$ cat config.mk
export PLATFORM = sky130hd
export DESIGN_NAME = ats_ctrl
export DESIGN_NICKNAME = d
export VERILOG_FILES = /design/src/sv/ats_pkg.sv /design/src/sv/ats_ctrl.sv
export VERILOG_INCLUDE_DIRS = /design/src /design/src/sv
export SDC_FILE = /design/constraint.sdc
export NUM_CORES = 1
export LEC_CHECK = 0
export BUFFER_PORTS_ARGS = -buffer_cell sky130_fd_sc_hd__buf_4
export CAP_MARGIN = 15
export CORE_MARGIN = 1
export CORE_UTILIZATION = 40
export DETAILED_ROUTE_END_ITERATION = 10
export PLACE_DENSITY = 0.71
export SLEW_MARGIN = 5
export SYNTH_ARGS = -nofsm -noshare
export SYNTH_HDL_FRONTEND = slang
export SYNTH_SLANG_ARGS = --single-unit
$ cat constraint.sdc
create_clock -name aclk -period 1.8 [get_ports aclk]
set_clock_uncertainty 0.05 [all_clocks]
set_input_delay 0.09 -clock aclk [delete_from_list [all_inputs] [get_ports aclk]]
set_output_delay 0.09 -clock aclk [all_outputs]
set_load 0.005 [all_outputs]
$ cat src/sv/assert_macros.svh
// Assertion macros shared by the annealing tour step modules.
`ifndef ASSERT_MACROS_SVH
`define ASSERT_MACROS_SVH

// Same-cycle implication, checked on every rising edge outside reset.
`define ATS_ASSERT_IMPLIES(lbl, ante, cons) \
    lbl: assert property (@(posedge aclk) disable iff (!aresetn) (ante) |-> (cons)) \
        else $error("annealing tour step assertion failed");

// Next-cycle implication, checked on every rising edge outside reset.
`define ATS_ASSERT_NEXT(lbl, ante, cons) \
    lbl: assert property (@(posedge aclk) disable iff (!aresetn) (ante) |=> (cons)) \
        else $error("annealing tour step assertion failed");

`endif

$ cat src/sv/ats_pkg.sv
// Types and constants shared by the annealing tour step modules.
`timescale 1ns / 1ps

package ats_pkg;

    localparam int KIND_W   = 3;
    localparam int MOVE_W   = 2;
    localparam int STATUS_W = 2;
    localparam int CITY_W   = 8;
    localparam int DIST_W   = 24;
    localparam int TOTAL_W  = 32;
    localparam int TEMP_W   = 32;
    localparam int UNI_W    = 16;
    localparam int COOL_W   = 16;
    localparam int STEPS_W  = 20;
    localparam int CFG_IDX_W = 2;
    localparam int CFG_DATA_W = 32;

    // Request kinds.
    localparam logic [KIND_W-1:0] KIND_DIST  = 3'd0;
    localparam logic [KIND_W-1:0] KIND_TOUR  = 3'd1;
    localparam logic [KIND_W-1:0] KIND_START = 3'd2;
    localparam logic [KIND_W-1:0] KIND_STEP  = 3'd3;
    localparam logic [KIND_W-1:0] KIND_READ  = 3'd4;

    // Move codes; the unused code behaves as a swap.
    localparam logic [MOVE_W-1:0] MOVE_SWAP    = 2'd0;
    localparam logic [MOVE_W-1:0] MOVE_REVERSE = 2'd1;
    localparam logic [MOVE_W-1:0] MOVE_INSERT  = 2'd2;

    // Result status codes.
    localparam logic [STATUS_W-1:0] ST_OK   = 2'd0;
    localparam logic [STATUS_W-1:0] ST_BAD  = 2'd1;
    localparam logic [STATUS_W-1:0] ST_DONE = 2'd2;

    // Configuration register indexes.
    localparam logic [CFG_IDX_W-1:0] CFG_INIT_TEMP = 2'd0;
    localparam logic [CFG_IDX_W-1:0] CFG_MIN_TEMP  = 2'd1;
    localparam logic [CFG_IDX_W-1:0] CFG_COOLING   = 2'd2;
    localparam logic [CFG_IDX_W-1:0] CFG_STEPS     = 2'd3;

    // Configuration reset values.
    localparam logic [TEMP_W-1:0]  INIT_TEMP_RST = 32'd65536000;
    localparam logic [TEMP_W-1:0]  MIN_TEMP_RST  = 32'd65536;
    localparam logic [COOL_W-1:0]  COOLING_RST   = 16'd64225;
    localparam logic [STEPS_W-1:0] STEPS_RST     = 20'd10000;

    // Exponential approximation: quotient bits and number of squarings.
    localparam int DIV_ITERS = 16;
    localparam int EXP_SQUARINGS = 8;

    // Commands from the controller to the datapath.
    typedef struct packed {
        logic capture;
        logic decode;
        logic dist_wr;
        logic tour_load;
        logic city_cap;
        logic cnt_clr;
        logic copy_run;
        logic copy_to_acc;
        logic len_run;
        logic len_src_acc;
        logic start_set;
        logic move_init;
        logic pair_rd_b;
        logic pair_wr_a;
        logic pair_wr_b;
        logic pair_next;
        logic eval;
        logic div_run;
        logic exp_run;
        logic accept_cap;
        logic cool;
        logic out_load;
    } ats_cmd_t;

    // Status from the datapath to the controller.
    typedef struct packed {
        logic [KIND_W-1:0] kind;
        logic item_ok;
        logic copy_done;
        logic len_done;
        logic pair_more;
        logic shorter;
        logic exp_zero;
        logic div_done;
        logic exp_done;
        logic accept;
        logic out_free;
    } ats_stat_t;

endpackage

$ cat src/sv/ats_ctrl.sv
// Controller state machine that sequences each request through the datapath.
`timescale 1ns / 1ps
`include "assert_macros.svh"

module ats_ctrl import ats_pkg::*; (
    input  logic      aclk,
    input  logic      aresetn,
    input  logic      s_valid,
    output logic      s_ready,
    input  ats_stat_t stat,
    output ats_cmd_t  cmd
);

    localparam logic [4:0] S_IDLE      = 5'd0;
    localparam logic [4:0] S_DECODE    = 5'd1;
    localparam logic [4:0] S_RD_WAIT   = 5'd2;
    localparam logic [4:0] S_CP_RUN    = 5'd3;
    localparam logic [4:0] S_LEN_RUN   = 5'd4;
    localparam logic [4:0] S_START_SET = 5'd5;
    localparam logic [4:0] S_MV_CHK    = 5'd6;
    localparam logic [4:0] S_P0        = 5'd7;
    localparam logic [4:0] S_P1        = 5'd8;
    localparam logic [4:0] S_P2        = 5'd9;
    localparam logic [4:0] S_P3        = 5'd10;
    localparam logic [4:0] S_EVAL      = 5'd11;
    localparam logic [4:0] S_BRANCH    = 5'd12;
    localparam logic [4:0] S_DIV_RUN   = 5'd13;
    localparam logic [4:0] S_EXP_RUN   = 5'd14;
    localparam logic [4:0] S_DECIDE    = 5'd15;
    localparam logic [4:0] S_ACPY      = 5'd16;
    localparam logic [4:0] S_COOL      = 5'd17;
    localparam logic [4:0] S_RESULT    = 5'd18;

    logic [4:0] state_reg;
    logic [4:0] state_next;
    logic       is_start;

    assign is_start = (stat.kind == KIND_START);
    assign s_ready  = (state_reg == S_IDLE);

    // State register.
    always_ff @(posedge aclk) begin
        if (!aresetn) begin
            state_reg <= S_IDLE;
        end else begin
            state_reg <= state_next;
        end
    end

    // Next state and commands.
    always_comb begin
        state_next = state_reg;
        cmd = '0;
        case (state_reg)
            S_IDLE: begin
                if (s_valid) begin
                    cmd.capture = 1'b1;
                    state_next = S_DECODE;
                end
            end
            S_DECODE: begin
                cmd.decode = 1'b1;
                cmd.cnt_clr = 1'b1;
                state_next = S_RESULT;
                case (stat.kind)
                    KIND_DIST: begin
                        cmd.dist_wr = stat.item_ok;
                    end
                    KIND_TOUR: begin
                        cmd.tour_load = stat.item_ok;
                    end
                    KIND_START: begin
                        state_next = S_CP_RUN;
                    end
                    KIND_STEP: begin
                        if (stat.item_ok) begin
                            cmd.move_init = 1'b1;
                            state_next = S_MV_CHK;
                        end
                    end
                    KIND_READ: begin
                        if (stat.item_ok) begin
                            state_next = S_RD_WAIT;
                        end
                    end
                    default: begin
                        state_next = S_RESULT;
                    end
                endcase
            end
            S_RD_WAIT: begin
                cmd.city_cap = 1'b1;
                state_next = S_RESULT;
            end
            S_CP_RUN: begin
                cmd.copy_run = 1'b1;
                if (stat.copy_done) begin
                    cmd.cnt_clr = 1'b1;
                    state_next = S_LEN_RUN;
                end
            end
            S_LEN_RUN: begin
                cmd.len_run = 1'b1;
                cmd.len_src_acc = is_start;
                if (stat.len_done) begin
                    cmd.cnt_clr = 1'b1;
                    state_next = is_start ? S_START_SET : S_EVAL;
                end
            end
            S_START_SET: begin
                cmd.start_set = 1'b1;
                state_next = S_RESULT;
            end
            S_MV_CHK: begin
                if (stat.pair_more) begin
                    state_next = S_P0;
                end else begin
                    cmd.cnt_clr = 1'b1;
                    state_next = S_LEN_RUN;
                end
            end
            S_P0: begin
                state_next = S_P1;
            end
            S_P1: begin
                cmd.pair_rd_b = 1'b1;
                state_next = S_P2;
            end
            S_P2: begin
                cmd.pair_wr_a = 1'b1;
                state_next = S_P3;
            end
            S_P3: begin
                cmd.pair_wr_b = 1'b1;
                cmd.pair_next = 1'b1;
                state_next = S_MV_CHK;
            end
            S_EVAL: begin
                cmd.eval = 1'b1;
                cmd.cnt_clr = 1'b1;
                state_next = S_BRANCH;
            end
            S_BRANCH: begin
                state_next = (stat.shorter || stat.exp_zero) ? S_DECIDE : S_DIV_RUN;
            end
            S_DIV_RUN: begin
                cmd.div_run = 1'b1;
                if (stat.div_done) begin
                    cmd.cnt_clr = 1'b1;
                    state_next = S_EXP_RUN;
                end
            end
            S_EXP_RUN: begin
                cmd.exp_run = 1'b1;
                if (stat.exp_done) begin
                    state_next = S_DECIDE;
                end
            end
            S_DECIDE: begin
                cmd.accept_cap = 1'b1;
                cmd.cnt_clr = 1'b1;
                state_next = stat.accept ? S_ACPY : S_COOL;
            end
            S_ACPY: begin
                cmd.copy_run = 1'b1;
                cmd.copy_to_acc = 1'b1;
                if (stat.copy_done) begin
                    state_next = S_COOL;
                end
            end
            S_COOL: begin
                cmd.cool = 1'b1;
                state_next = S_RESULT;
            end
            S_RESULT: begin
                if (stat.out_free) begin
                    cmd.out_load = 1'b1;
                    state_next = S_IDLE;
                end
            end
            default: begin
                state_next = S_IDLE;
            end
        endcase
    end

    `ATS_ASSERT_NEXT(a_accept_to_decode, state_reg == S_IDLE && s_valid, state_reg == S_DECODE)
    `ATS_ASSERT_IMPLIES(a_out_load_free, cmd.out_load, stat.out_free)
    `ATS_ASSERT_NEXT(a_len_exit, state_reg == S_LEN_RUN && stat.len_done, state_reg == S_START_SET || state_reg == S_EVAL)

endmodule

==> impl_results.md <==
- Post-Syn Nets: 129
- CP cell instances: or4b_4, or3b_4, o211ai_4, or2_4, o311a_1
- Clk_lat worst skew: 0.24 ns
- Hold EP: state_reg[0]
- Area Overhead vs Synth: 73.4%
- Vias in the first global route: 921
- FILL cells: 146
- Crit path kind: flop to flop
- Routed vias/inst: 5.49
- Cell variety after synth: 42
- Critical Path AT: 1.97 ns
- Non-Filler Instances: 194
- Worst hold path depth: 2
- Die width: 45.2 µm
- Number of synthesized flops with an enable pin: 0
- Post-synthesis sequential area ratio: 13.4%
- PnR worst setup slack: -0.0439 ns
- Multi-input gate area: 653 µm²
- Reg2Reg Capture Point: state_reg[4]
- Clk pin slew, worst setup/hold paths: 0.04 ns
- Post-synth ARST share: 0%
- Avg Inst Size Synth: 6.61 µm²
- Total routed wirelength: 2630 µm
- Dpl hpwl: 1950 µm
- Max Cap Viol: 0
- Maximum net fanout on the critical path: 6
- Failing checks: negative setup slack
- Hold_sp: aresetn
- Crit end category: flop
- Synth top area cells: dfxtp_1 (13%), nor2_1 (12%), o21ai_0 (5.4%)
- # port buffers: 38
- Prevailing post-synth register cell: dfxtp_1
- Share of the synthesized area in the top cell type: 13.4%
- Die Ht: 45.2 µm
- RSZ-0062 raised after global routing: true
- CTS Hold Bufs: 0
- Synth warn: 0
- Hold Path Class: input port to flop
- Core Rows: 15
- Routed WL per cell: 13.5 µm
- Leakage: 0.573 nW
- Final setup viols: 7
- Outcome: finished with violations
- Die area: 0.00204 mm²
- CTS root buffer: clkbuf_4
- DR vias: 1,066
- Cell count after synthesis: 113
- VDD IR max: 1320 µV
- Worst R2R Start: state_reg[3]
- Peak Freq: 542 MHz
- RD Place Congestion: 0.921
- Least-Margin Pin Slew: 0.350 ns
- Commonest non-fill, non-tap cells in the layout: buf_4 (57), nor2_1 (17), nand2_1 (9)
- Share of cells above drive strength 1: 52.7%
- Number of diodes: 0
- Most common cell after layout, fill and taps aside: buf_4
- CTS sink count: 5
- DRT Pass-1 Iters: 4
- Worst path buffer plus inverter count: 0
- Largest net degree at the start of global routing: 17
- GRT overflow: 0
- Num CTS Buffers: 3
- Final Hold Viols: 0
- First-pass GRT wire length: 3950 µm
- Critical Path Slowest Stage Cell: or4b_4
- Tcrit/Tclk final: 102%
- I/O pin count: 39
- Register area: 108 µm²
- Post-synth design cell area: 747 µm²
- Initial Util: 42.8%
- Slew Limit Fails: 0
- Layout net count: 186
- Slack of the worst reg-to-reg path: -0.04 ns
- Slew Limit Headroom: 76.4%
- DRC errors left: 0
- H-Tree Level Count: 1
- Drt initial violations: 18
- Total track usage: 26.2%
- Power density cells: 1410 mW/mm²
- Largest stage delay, worst path: 0.53 ns
- Antenna viol nets, final: 0
- Seq cells post-synth: 5
- Number of flip-flops in the largest register: 5
- Area leader, netlist: dfxtp_1
- TritonCTS clock tree: done
- Core ar.: 0.00175 mm²
- Initial antenna violation count: 0
- Crit path max-delay family: simple AND/OR/NAND/NOR gates
- Worst reg-to-reg path cell count: 5
- Cells after DPL: 187
- Critical Path RT: 1.92 ns
- Setup WS pre-CTS: -0.0539 ns
- Clock Path Buffers: 2
- Final Critical Period: 1.84 ns
- Worst Setup Start Kind: flop
[how the worst max path moves through the flow]
stage	startpoint	to	slack (ns)	cells past startpoint
after floorplan	state_reg[2]	state_reg[0]	-0.007	6
after global placement	state_reg[3]	state_reg[3]	-0.003	6
after detailed placement	state_reg[0]	state_reg[4]	-0.05	5
after CTS	state_reg[3]	state_reg[4]	-0.04	5
after global routing	state_reg[0]	state_reg[3]	-0.14	7
final	state_reg[3]	state_reg[4]	-0.04	5
[where the power goes]
| group | switching [W] | internal (W) | total, W | leakage (nW) |
|---|---|---|---|---|
| clock | 0.0000428 | 0.0000836 | 0.000126 | 0.0150 |
| sequential | 0.0000570 | 0.000166 | 0.000223 | 0.0430 |
| combinational | 0.000717 | 0.000766 | 0.00148 | 0.515 |
| total | 0.000816 | 0.00102 | 0.00183 | 0.573 |
[routing by layer]
layer / vias to the layer above / global-route usage (%) / part of all wire (%)
met5: - / 0 / 0
met4: 0 / 3.03 / 0.53
met3: 2 / 5.60 / 7.2
met2: 67 / 49.9 / 50
met1: 467 / 30.3 / 42
li1: 530 / - / -
[kinds of logic (layout without fill, tap and decap cells)]
group,after synthesis,after routing,share of synthesized area (%)
compound gates,35,35,34.7
buf+inv,12,68,7.70
flops,5,5,13.4
mux,2,2,2.85
simple gates,59,59,41.4
[synthesized netlist by cell type (2+ instances only)]
cell,n
nor2_1,23
o21a_1,2
nor4_1,3
clkbuf_1,5
o21bai_1,2
inv_1,4
o21ai_0,8
nand2b_1,2
dfxtp_1,5
or3_1,4
and2_1,2
o311a_1,3
a21oi_1,5
nor3b_1,3
nand3b_1,3
nor3_1,4
nand2_1,9
o211ai_1,2
[layout make-up]
| cell class | instances | area share (%) |
|---|---|---|
| clock buffer | 4 | 2.03 |
| sequential | 5 | 8.31 |
| inverter | 4 | 1.16 |
| tap | 25 | 2.42 |
| multi-input combinational | 96 | 50.4 |
| timing repair buffer | 60 | 35.7 |
[timing repair]
| item | in CTS | in global routing |
|---|---|---|
| setup endpoints to repair | 14 | 15 |
| pin swaps | 5 | 5 |
| cloned | 0 | 0 |
| gates resized for setup | 14 | 13 |
| buffers inserted | 2 | 1 |
[worst reg2reg max path, cell delays in order, from the launching register on]
cell and delay [ns]:
dfxtp_2 0.31, or4b_4 0.53, or3b_4 0.40, o211ai_4 0.12
or2_4 0.20, o311a_1 0.16
[metrics by stage]
step	power (W)	instance area (µm²)	hold slack [ns]	TNS, ns	util, %
2_1_floorplan	0.000959	747	0.163	-0.0171	-
5_1_grt	0.00197	1290	0.0688	-0.927	74.2
3_5_place_dp	0.00148	1160	0.325	-0.197	66.7
4_1_cts	0.00174	1250	0.0658	-0.135	71.9
6_report	0.00183	1290	0.0732	-0.178	74.2
3_3_place_gp	0.00146	1160	0.318	-0.00251	66.7
(Power assumes the default switching activity.)
